===== config.mk =====
export PLATFORM = sky130hd
export DESIGN_NAME = json_string_unescape_flat
export DESIGN_NICKNAME = d
export VERILOG_FILES = /design/src/hdl/jsu_pkg.sv /design/src/hdl/jsu_in_if.sv /design/src/hdl/jsu_out_if.sv /design/src/hdl/jsu_decode.sv /design/src/hdl/jsu_serial.sv /design/src/hdl/json_string_unescape.sv /design/src/flat_wrapper.sv
export SDC_FILE = /design/constraint.sdc
export NUM_CORES = 1
export LEC_CHECK = 0
export BUFFER_PORTS_ARGS = -buffer_cell sky130_fd_sc_hd__buf_2
export CORE_ASPECT_RATIO = 0.75
export CORE_UTILIZATION = 55
export DETAILED_ROUTE_END_ITERATION = 7
export PLACE_DENSITY_LB_ADDON = 0.2
export SYNTH_ARGS = -nofsm -noshare
export SYNTH_HDL_FRONTEND = slang
export SYNTH_SLANG_ARGS = --single-unit

===== constraint.sdc =====
create_clock -name clk -period 4.9 [get_ports clk]
set_input_delay 0.98 -clock clk [delete_from_list [all_inputs] [get_ports clk]]
set_output_delay 0.98 -clock clk [all_outputs]
set_load 0.02 [all_outputs]

===== src/hdl/jsu_pkg.sv =====
// Types, character codes and UTF-8 helpers for the JSON string unescaper.
// Used by jsu_decode, jsu_serial and the json_string_unescape top level.
package jsu_pkg;

  // Escape decoder phase
  typedef enum logic [2:0] {
    PH_PLAIN   = 3'd0,
    PH_ESC     = 3'd1,
    PH_HEX1    = 3'd2,
    PH_WANT_BS = 3'd3,
    PH_WANT_U  = 3'd4,
    PH_HEX2    = 3'd5
  } phase_t;

  // Character codes
  localparam logic [7:0] CH_BSLASH = 8'h5C;
  localparam logic [7:0] CH_U      = 8'h75;
  localparam logic [7:0] CH_B      = 8'h62;
  localparam logic [7:0] CH_F      = 8'h66;
  localparam logic [7:0] CH_N      = 8'h6E;
  localparam logic [7:0] CH_R      = 8'h72;
  localparam logic [7:0] CH_T      = 8'h74;
  localparam logic [7:0] CH_NINE   = 8'h39;
  localparam logic [7:0] CH_ZERO   = 8'h30;
  localparam logic [7:0] CH_UC_A   = 8'h41;
  localparam logic [7:0] CH_LC_A   = 8'h61;

  localparam logic [7:0] CTRL_BS = 8'h08;
  localparam logic [7:0] CTRL_FF = 8'h0C;
  localparam logic [7:0] CTRL_LF = 8'h0A;
  localparam logic [7:0] CTRL_CR = 8'h0D;
  localparam logic [7:0] CTRL_HT = 8'h09;

  localparam logic [15:0] SURR_LO     = 16'hD800;
  localparam logic [15:0] SURR_HI     = 16'hDFFF;
  localparam logic [15:0] LOW_SURR_LO = 16'hDC00;
  localparam logic [20:0] SUPP_BASE   = 21'h10000;

  localparam int GRP_MAX = 4;

  // One result beat
  typedef struct packed {
    logic [7:0] data;
    logic       byte_valid;
    logic       bad;
    logic       last;
  } res_t;

  // Results caused by one input beat
  typedef struct packed {
    res_t [GRP_MAX-1:0] ent;
    logic [1:0]         cnt_m1;  // number of results minus one
    logic               any;     // at least one result
  } grp_t;

  function automatic grp_t grp_one(logic [7:0] d, logic bv, logic bad);
    grp_t g;
    g = '0;
    g.ent[0] = '{data: d, byte_valid: bv, bad: bad, last: 1'b0};
    g.any = 1'b1;
    return g;
  endfunction

  function automatic logic [3:0] nibble(logic [7:0] c);
    logic [7:0] v;
    if (c <= CH_NINE) begin
      v = c - CH_ZERO;
    end else if (c < CH_LC_A) begin
      v = c - CH_UC_A + 8'd10;
    end else begin
      v = c - CH_LC_A + 8'd10;
    end
    return v[3:0];
  endfunction

  function automatic grp_t utf8(logic [20:0] cp);
    grp_t g;
    g = '0;
    g.any = 1'b1;
    if (cp < 21'h80) begin
      g.ent[0] = '{data: cp[7:0], byte_valid: 1'b1, bad: 1'b0, last: 1'b0};
      g.cnt_m1 = 2'd0;
    end else if (cp < 21'h800) begin
      g.ent[0] = '{data: {3'b110, cp[10:6]}, byte_valid: 1'b1, bad: 1'b0, last: 1'b0};
      g.ent[1] = '{data: {2'b10, cp[5:0]}, byte_valid: 1'b1, bad: 1'b0, last: 1'b0};
      g.cnt_m1 = 2'd1;
    end else if (cp < SUPP_BASE) begin
      g.ent[0] = '{data: {4'b1110, cp[15:12]}, byte_valid: 1'b1, bad: 1'b0, last: 1'b0};
      g.ent[1] = '{data: {2'b10, cp[11:6]}, byte_valid: 1'b1, bad: 1'b0, last: 1'b0};
      g.ent[2] = '{data: {2'b10, cp[5:0]}, byte_valid: 1'b1, bad: 1'b0, last: 1'b0};
      g.cnt_m1 = 2'd2;
    end else begin
      g.ent[0] = '{data: {5'b11110, cp[20:18]}, byte_valid: 1'b1, bad: 1'b0, last: 1'b0};
      g.ent[1] = '{data: {2'b10, cp[17:12]}, byte_valid: 1'b1, bad: 1'b0, last: 1'b0};
      g.ent[2] = '{data: {2'b10, cp[11:6]}, byte_valid: 1'b1, bad: 1'b0, last: 1'b0};
      g.ent[3] = '{data: {2'b10, cp[5:0]}, byte_valid: 1'b1, bad: 1'b0, last: 1'b0};
      g.cnt_m1 = 2'd3;
    end
    return g;
  endfunction

endpackage


===== src/hdl/jsu_in_if.sv =====
// Input channel: raw escaped bytes with an end-of-string flag.
// Standalone; no package needed.
interface jsu_in_if;
  logic       valid;
  logic       ready;
  logic [7:0] in_byte;
  logic       end_of_string;

  modport source (output valid, in_byte, end_of_string, input ready);
  modport sink   (input valid, in_byte, end_of_string, output ready);
endinterface


===== src/hdl/jsu_out_if.sv =====
// Output channel: decoded bytes with valid, error and last flags.
// Standalone; no package needed.
interface jsu_out_if;
  logic       valid;
  logic       ready;
  logic [7:0] out_byte;
  logic       byte_valid;
  logic       bad_escape;
  logic       last;

  modport source (output valid, out_byte, byte_valid, bad_escape, last, input ready);
  modport sink   (input valid, out_byte, byte_valid, bad_escape, last, output ready);
endinterface


===== src/hdl/jsu_decode.sv =====
// Escape decoder: phase state, hex accumulation and result group forming.
// Depends on jsu_pkg.
module jsu_decode import jsu_pkg::*; (
  input  logic       clk,
  input  logic       rst,
  input  logic       fire,
  input  logic [7:0] in_byte,
  input  logic       end_of_string,
  output grp_t       grp
);

  phase_t      phase, phase_next;
  logic [1:0]  hcnt, hcnt_next;
  logic [15:0] first_unit, first_unit_next;
  logic [15:0] second_unit, second_unit_next;
  logic        dropping, dropping_next;
  logic        err;
  logic [3:0]  nib;
  grp_t        g;

  assign nib = nibble(in_byte);

  always_comb begin
    phase_next       = phase;
    hcnt_next        = hcnt;
    first_unit_next  = first_unit;
    second_unit_next = second_unit;
    dropping_next    = dropping;
    err              = 1'b0;
    g                = '0;

    if (!dropping) begin
      case (phase)
        PH_ESC: begin
          phase_next = PH_PLAIN;
          case (in_byte)
            CH_U: begin
              phase_next      = PH_HEX1;
              hcnt_next       = 2'd0;
              first_unit_next = '0;
            end
            CH_B:    g = grp_one(CTRL_BS, 1'b1, 1'b0);
            CH_F:    g = grp_one(CTRL_FF, 1'b1, 1'b0);
            CH_N:    g = grp_one(CTRL_LF, 1'b1, 1'b0);
            CH_R:    g = grp_one(CTRL_CR, 1'b1, 1'b0);
            CH_T:    g = grp_one(CTRL_HT, 1'b1, 1'b0);
            default: g = grp_one(in_byte, 1'b1, 1'b0);  // unknown escape: literal
          endcase
        end
        PH_HEX1: begin
          first_unit_next = {first_unit[11:0], nib};
          hcnt_next       = hcnt + 2'd1;
          if (hcnt == 2'd3) begin
            if (first_unit_next inside {[SURR_LO:SURR_HI]}) begin
              phase_next = PH_WANT_BS;
            end else begin
              g          = utf8({5'd0, first_unit_next});
              phase_next = PH_PLAIN;
            end
          end
        end
        PH_WANT_BS: begin
          if (in_byte == CH_BSLASH) begin
            phase_next = PH_WANT_U;
          end else begin
            err = 1'b1;
          end
        end
        PH_WANT_U: begin
          if (in_byte == CH_U) begin
            phase_next       = PH_HEX2;
            hcnt_next        = 2'd0;
            second_unit_next = '0;
          end else begin
            err = 1'b1;
          end
        end
        PH_HEX2: begin
          second_unit_next = {second_unit[11:0], nib};
          hcnt_next        = hcnt + 2'd1;
          if (hcnt == 2'd3) begin
            if (second_unit_next inside {[LOW_SURR_LO:SURR_HI]}) begin
              g = utf8(SUPP_BASE + {1'b0, first_unit[9:0], second_unit_next[9:0]});
              phase_next = PH_PLAIN;
            end else begin
              err = 1'b1;
            end
          end
        end
        default: begin
          if (in_byte == CH_BSLASH) begin
            phase_next = PH_ESC;
          end else begin
            g = grp_one(in_byte, 1'b1, 1'b0);
          end
        end
      endcase
      // string cut off inside an escape
      if (!err && end_of_string && phase_next != PH_PLAIN) begin
        err = 1'b1;
      end
    end

    // error beat is always the only result of its input beat
    if (err) begin
      g             = grp_one(8'h00, 1'b0, 1'b1);
      dropping_next = 1'b1;
      phase_next    = PH_PLAIN;
      hcnt_next     = 2'd0;
    end

    if (end_of_string) begin
      if (!g.any) begin
        g = grp_one(8'h00, 1'b0, 1'b0);
      end
      g.ent[g.cnt_m1].last = 1'b1;
      phase_next       = PH_PLAIN;
      hcnt_next        = 2'd0;
      first_unit_next  = '0;
      second_unit_next = '0;
      dropping_next    = 1'b0;
    end
  end

  assign grp = g;

  always_ff @(posedge clk) begin
    if (rst) begin
      phase       <= PH_PLAIN;
      hcnt        <= 2'd0;
      first_unit  <= '0;
      second_unit <= '0;
      dropping    <= 1'b0;
    end else if (fire) begin
      phase       <= phase_next;
      hcnt        <= hcnt_next;
      first_unit  <= first_unit_next;
      second_unit <= second_unit_next;
      dropping    <= dropping_next;
    end
  end

  a_drop_plain: assert property (@(posedge clk) disable iff (rst)
    dropping |-> phase == PH_PLAIN)
    else $error("dropping outside plain phase");

  a_end_clears: assert property (@(posedge clk) disable iff (rst)
    fire && end_of_string |=> phase == PH_PLAIN && !dropping && hcnt == 2'd0)
    else $error("state not cleared after end of string");

  a_end_has_last: assert property (@(posedge clk) disable iff (rst)
    fire && end_of_string |-> grp.any && grp.ent[grp.cnt_m1].last)
    else $error("end of string without last result");

endmodule


===== src/hdl/jsu_serial.sv =====
// Result register: holds one group of up to four results and sends them
// one beat at a time. Depends on jsu_pkg and jsu_out_if.
module jsu_serial import jsu_pkg::*; (
  input  logic      clk,
  input  logic      rst,
  input  logic      load,
  input  grp_t      grp_in,
  output logic      can_load,
  jsu_out_if.source tx
);

  grp_t       grp;
  logic       grp_valid;
  logic [1:0] idx;
  logic       take;
  logic       done;
  res_t       cur;

  assign take     = grp_valid && tx.ready;
  assign done     = take && (idx == grp.cnt_m1);
  assign can_load = !grp_valid || done;

  assign cur           = grp.ent[idx];
  assign tx.valid      = grp_valid;
  assign tx.out_byte   = cur.data;
  assign tx.byte_valid = cur.byte_valid;
  assign tx.bad_escape = cur.bad;
  assign tx.last       = cur.last;

  always_ff @(posedge clk) begin
    if (load) begin
      grp <= grp_in;
    end
  end

  always_ff @(posedge clk) begin
    if (rst) begin
      grp_valid <= 1'b0;
      idx       <= 2'd0;
    end else if (load) begin
      grp_valid <= 1'b1;
      idx       <= 2'd0;
    end else if (done) begin
      grp_valid <= 1'b0;
      idx       <= 2'd0;
    end else if (take) begin
      idx <= idx + 2'd1;
    end
  end

  a_idx_range: assert property (@(posedge clk) disable iff (rst)
    grp_valid |-> idx <= grp.cnt_m1)
    else $error("result index past group end");

  a_last_final: assert property (@(posedge clk) disable iff (rst)
    grp_valid && tx.last |-> idx == grp.cnt_m1)
    else $error("last flag before final beat of group");

  a_load_ok: assert property (@(posedge clk) disable iff (rst)
    load |-> can_load)
    else $error("group loaded over pending results");

endmodule


===== src/hdl/json_string_unescape.sv =====
// JSON string body unescaper with UTF-8 output, top level.
// Depends on jsu_pkg, jsu_in_if, jsu_out_if, jsu_decode, jsu_serial.
//
//   channel | dir | payload                                    | beat
//   rx      | in  | in_byte, end_of_string                     | one raw byte
//   tx      | out | out_byte, byte_valid, bad_escape, last     | one result
//
// One input beat is decoded per cycle while rx.ready is high, into a group
// of 0 to 4 results held in the result register; the group leaves at one
// beat per cycle while tx.ready is high. rx.ready is high when the result
// register is empty or sends its final beat in this cycle, so plain bytes
// flow bubble-free at one per cycle; a multi-byte \uXXXX holds the input.
// Synchronous active-high reset clears the decoder state and the register.
module json_string_unescape import jsu_pkg::*; (
  input  logic      clk,
  input  logic      rst,
  jsu_in_if.sink    rx,
  jsu_out_if.source tx
);

  grp_t grp;
  logic fire;
  logic can_load;

  assign rx.ready = can_load;
  assign fire     = rx.valid && rx.ready;

  jsu_decode u_decode (
    .clk           (clk),
    .rst           (rst),
    .fire          (fire),
    .in_byte       (rx.in_byte),
    .end_of_string (rx.end_of_string),
    .grp           (grp)
  );

  jsu_serial u_serial (
    .clk      (clk),
    .rst      (rst),
    .load     (fire && grp.any),
    .grp_in   (grp),
    .can_load (can_load),
    .tx       (tx)
  );

endmodule

===== src/flat_wrapper.sv =====
// flat-port wrapper written by rule: the top's interface ports become plain ports
module json_string_unescape_flat import jsu_pkg::*;
  (clk, rst, rx_valid, rx_in_byte, rx_end_of_string, rx_ready, tx_valid, tx_out_byte, tx_byte_valid, tx_bad_escape, tx_last, tx_ready);
  jsu_in_if rx_i ();
  jsu_out_if tx_i ();
  input  logic clk;
  input  logic rst;
  input wire logic [$bits(rx_i.valid)-1:0] rx_valid;
  input wire logic [$bits(rx_i.in_byte)-1:0] rx_in_byte;
  input wire logic [$bits(rx_i.end_of_string)-1:0] rx_end_of_string;
  output wire logic [$bits(rx_i.ready)-1:0] rx_ready;
  output wire logic [$bits(tx_i.valid)-1:0] tx_valid;
  output wire logic [$bits(tx_i.out_byte)-1:0] tx_out_byte;
  output wire logic [$bits(tx_i.byte_valid)-1:0] tx_byte_valid;
  output wire logic [$bits(tx_i.bad_escape)-1:0] tx_bad_escape;
  output wire logic [$bits(tx_i.last)-1:0] tx_last;
  input wire logic [$bits(tx_i.ready)-1:0] tx_ready;
  assign rx_i.valid = rx_valid;
  assign rx_i.in_byte = rx_in_byte;
  assign rx_i.end_of_string = rx_end_of_string;
  assign rx_ready = rx_i.ready;
  assign tx_valid = tx_i.valid;
  assign tx_out_byte = tx_i.out_byte;
  assign tx_byte_valid = tx_i.byte_valid;
  assign tx_bad_escape = tx_i.bad_escape;
  assign tx_last = tx_i.last;
  assign tx_i.ready = tx_ready;
  json_string_unescape u_core (.clk(clk), .rst(rst), .rx(rx_i), .tx(tx_i));
endmodule

==> flow_metrics.py <==
metrics = {
    "cells_and_area": {
        "final_cell_mix": "63 x nor2_1, 45 x a21oi_1, 43 x nand2_1",
        "drive_above_1_share_pct": 13.9,
        "fin_nets": 551,
        "syn_to_final_growth_pct": 8.03,
        "num_antenna_cells": 0,
        "layout_commonest_cell": "nor2_1",
    },
    "synthesis": {
        "synth-xor-area-share_pct": 0.952,
        "synth-simple-area-share_pct": 22.3,
        "ys_seq_area_share_pct": 37.9,
        "syn_area_mm2": 0.00460,
        "synth_edf_count": 36,
        "syn_avg_cell_area_um2": 8.83,
        "synth_adder_area_share_pct": 2.67,
        "synth.area.top_cells": "edfxtp_1 24%, dfxtp_1 14%, nor2_1 5.1%",
        "synth_top_family_by_area": "compound AO/OA/AOI/OAI gates",
        "yosys.area.top_type_share_pct": 23.5,
        "synth_compound_area_share_pct": 25.5,
        "synth_ff_type": "edfxtp_1",
        "syn_inst": 521,
        "synth_top_area_cell": "edfxtp_1",
        "ys_types": 74,
        "async_flop_share_pct": 0,
        "synthMuxAreaShare_pct": 6.18,
        "synth_fp_nets": 543,
        "synth.ff_latch_count": 69,
        "ys_warn_count": 0,
    },
    "sta": {
        "setup_viol": 0,
        "period_share_pct": 77.1,
        "max_slew_margin_pct": 30.1,
        "hold_viol_final": 0,
        "period_needed_ns": 3.78,
        "whs_ns": 0.498,
        "finalWorstSetupSlack_ns": 1.12,
        "worstMarginPinSlew_ns": 1.05,
        "tns_ns": 0,
        "fmax_mhz": 265,
        "rsz0062_at_grt": "no",
        "fin_skew_ns": 0.00904,
        "drv_slew": 0,
    },
    "clock_network": {
        "ctsResizeCount": 0,
        "cts-buffers-inserted": 9,
        "cts_root_buf": "clkbuf_8",
        "clock-sinks": 69,
        "cts_buffer_depth": 2,
        "clock_latency_ns": 0.35,
        "clkTransAtPathRegs_ns": 0.07,
        "htreeDepth": 3,
        "tritoncts": "done",
        "ctsHoldBuffers": 0,
        "post_cts_buffers": 0,
    },
    "grt": {
        "antenna_found_initial": 0,
        "grt_max_degree": 37,
        "grt_pass1_wl_mm": 20.7,
        "grt_pass1_vias": 3862,
        "grt_util_all_layers_pct": 31.5,
        "gr-total-overflow": 0,
    },
    "routing": {
        "drtPass1Iterations": 6,
        "antenna_left": 0,
        "wirelength_mm": 13.3,
        "vias": 4317,
        "routedWlPerCell_um": 20.7,
        "drc": 0,
        "dr.first_iter.drc_count": 567,
        "post_drt_via_cell_ratio": 6.76,
    },
    "critical_path": {
        "cp.arrival_ns": 3.75,
        "end_kind": "flip-flop",
        "critPathKind": "primary input to flip-flop",
        "crit_path_start_kind": "primary input",
        "rrSetupSlack_ns": 1.76,
        "required_ns": 4.87,
        "cp_max_fo": 36,
    },
    "pwr": {
        "power.leakage_nw": 1.71,
        "ir_drop_mv": 0.198,
        "power_mw": 1.23,
        "p_per_area_mw_per_mm2": 248,
    },
    "place": {
        "portBuffers": 25,
        "dp_worst_setup_slack_ns": 0.783,
        "globalplace.congestion": 0.962,
        "hpwl_mm": 9.77,
    },
    "floorplanning": {
        "row_count": 28,
        "io_pins": 26,
        "core_mm2": 0.00799,
        "start_util_pct": 57.6,
        "dieArea_mm2": 0.00874,
        "fp.dieW_um": 108,
        "chipHeight_um": 81.2,
    },
    "status": {
        "status": "completed",
    },
    "min_path": {
        "hp-class": "flip-flop to flip-flop",
    },
    "flow_run": {
        "drv_cap": 0,
    },
}
[worst paths after layout]
kind,from,endpoint,cells past startpoint
max,rx_in_byte[0],u_core.u_serial.grp[22],10
min,u_core.u_decode.second_unit[9],u_core.u_decode.second_unit[9],2
max reg2reg,u_core.u_decode.phase[1],u_core.u_serial.grp[22],6
min reg2reg,u_core.u_decode.second_unit[9],u_core.u_decode.second_unit[9],2
[cell usage after synthesis, types with 3 or more instances]
library cell  number
nor2_1            63
nor2b_1            5
nand2b_1           4
a31oi_1            4
ha_1               9
nand2_1           43
inv_1             20
mux4_2             9
a21oi_1           46
a21boi_0           3
o21a_1             4
nor4_2             3
o21ai_0           21
or2_2              3
nor4_1             4
nor3_2             3
and3b_1            4
a211oi_1          13
buf_1              3
buf_2              6
o21ai_1            5
dfxtp_1           33
o211ai_1          10
a311oi_1           3
a22oi_1           31
xnor2_1            4
clkbuf_1          25
or4_1              4
nand3_1            9
nor4b_1            3
mux2i_1            7
nor3_1            14
a221oi_1           3
and2_1            11
nor3b_1            4
edfxtp_1          36
o31ai_1            3
[metrics by stage]
step / cells / instance area [µm²] / util (%)
2_1_floorplan: 521 / 4600 / -
3_3_place_gp: 623 / 4780 / 59.8
3_5_place_dp: 623 / 4780 / 59.8
4_1_cts: 639 / 4970 / 62.2
6_report: 639 / 4970 / 62.2
5_1_grt: 639 / 4970 / 62.2
[layout make-up]
| type | count | area [µm²] |
|---|---|---|
| Inverter | 20 | 75.1 |
| Clock buffer | 10 | 128 |
| Sequential cell | 69 | 1740 |
| Tap cell | 105 | 131 |
| Timing Repair Buffer | 31 | 170 |
| Fill cell | 694 | 3020 |
| Multi-Input combinational cell | 398 | 2660 |
| Clock inverter | 6 | 63.8 |
[registers in the layout (all words and copies together) (netlist names)]
register and cells:
u_core.u_serial.tx.valid 1, u_core.u_decode.dropping 1, u_core.u_serial.idx 2, u_core.u_decode.phase 3
u_core.u_serial.grp 36, u_core.u_decode.hcnt 2, u_core.u_decode.first_unit 12, u_core.u_decode.second_unit 12
[layer usage]
layer	vias up	wire, µm	GRT usage (%)
met3	26	1100	5.22
met5	-	0	0
li1	1985	-	-
met2	254	5950	49.0
met4	0	202	9.18
met1	2052	5990	45.0
[where the power goes]
group          internal [mW]  total, mW  leakage (nW)  switching, mW
Clock                  0.235      0.469        0.0927          0.234
Sequential             0.626      0.633         0.617        0.00785
Combinational         0.0428      0.130         0.995         0.0867
[worst max-delay path, cell delays in order]
cell,delay [ns]
buf_2,0.17
inv_1,0.14
ha_1,0.22
o21ba_1,0.19
o21ai_2,0.25
mux2_2,0.38
nor4_4,0.13
o211ai_2,0.24
nand2_1,0.16
a21oi_4,0.87
[logic make-up after synthesis]
logic type / count (synthesis)
and+or+nand+nor: 194
DFF: 69
AOI/OAI and AO/OA: 172
xor gates and xnor gates: 5
muxes: 17
adders and majority gates: 10
buffers and inverters: 54
Power figures use the tool's default switching activity.
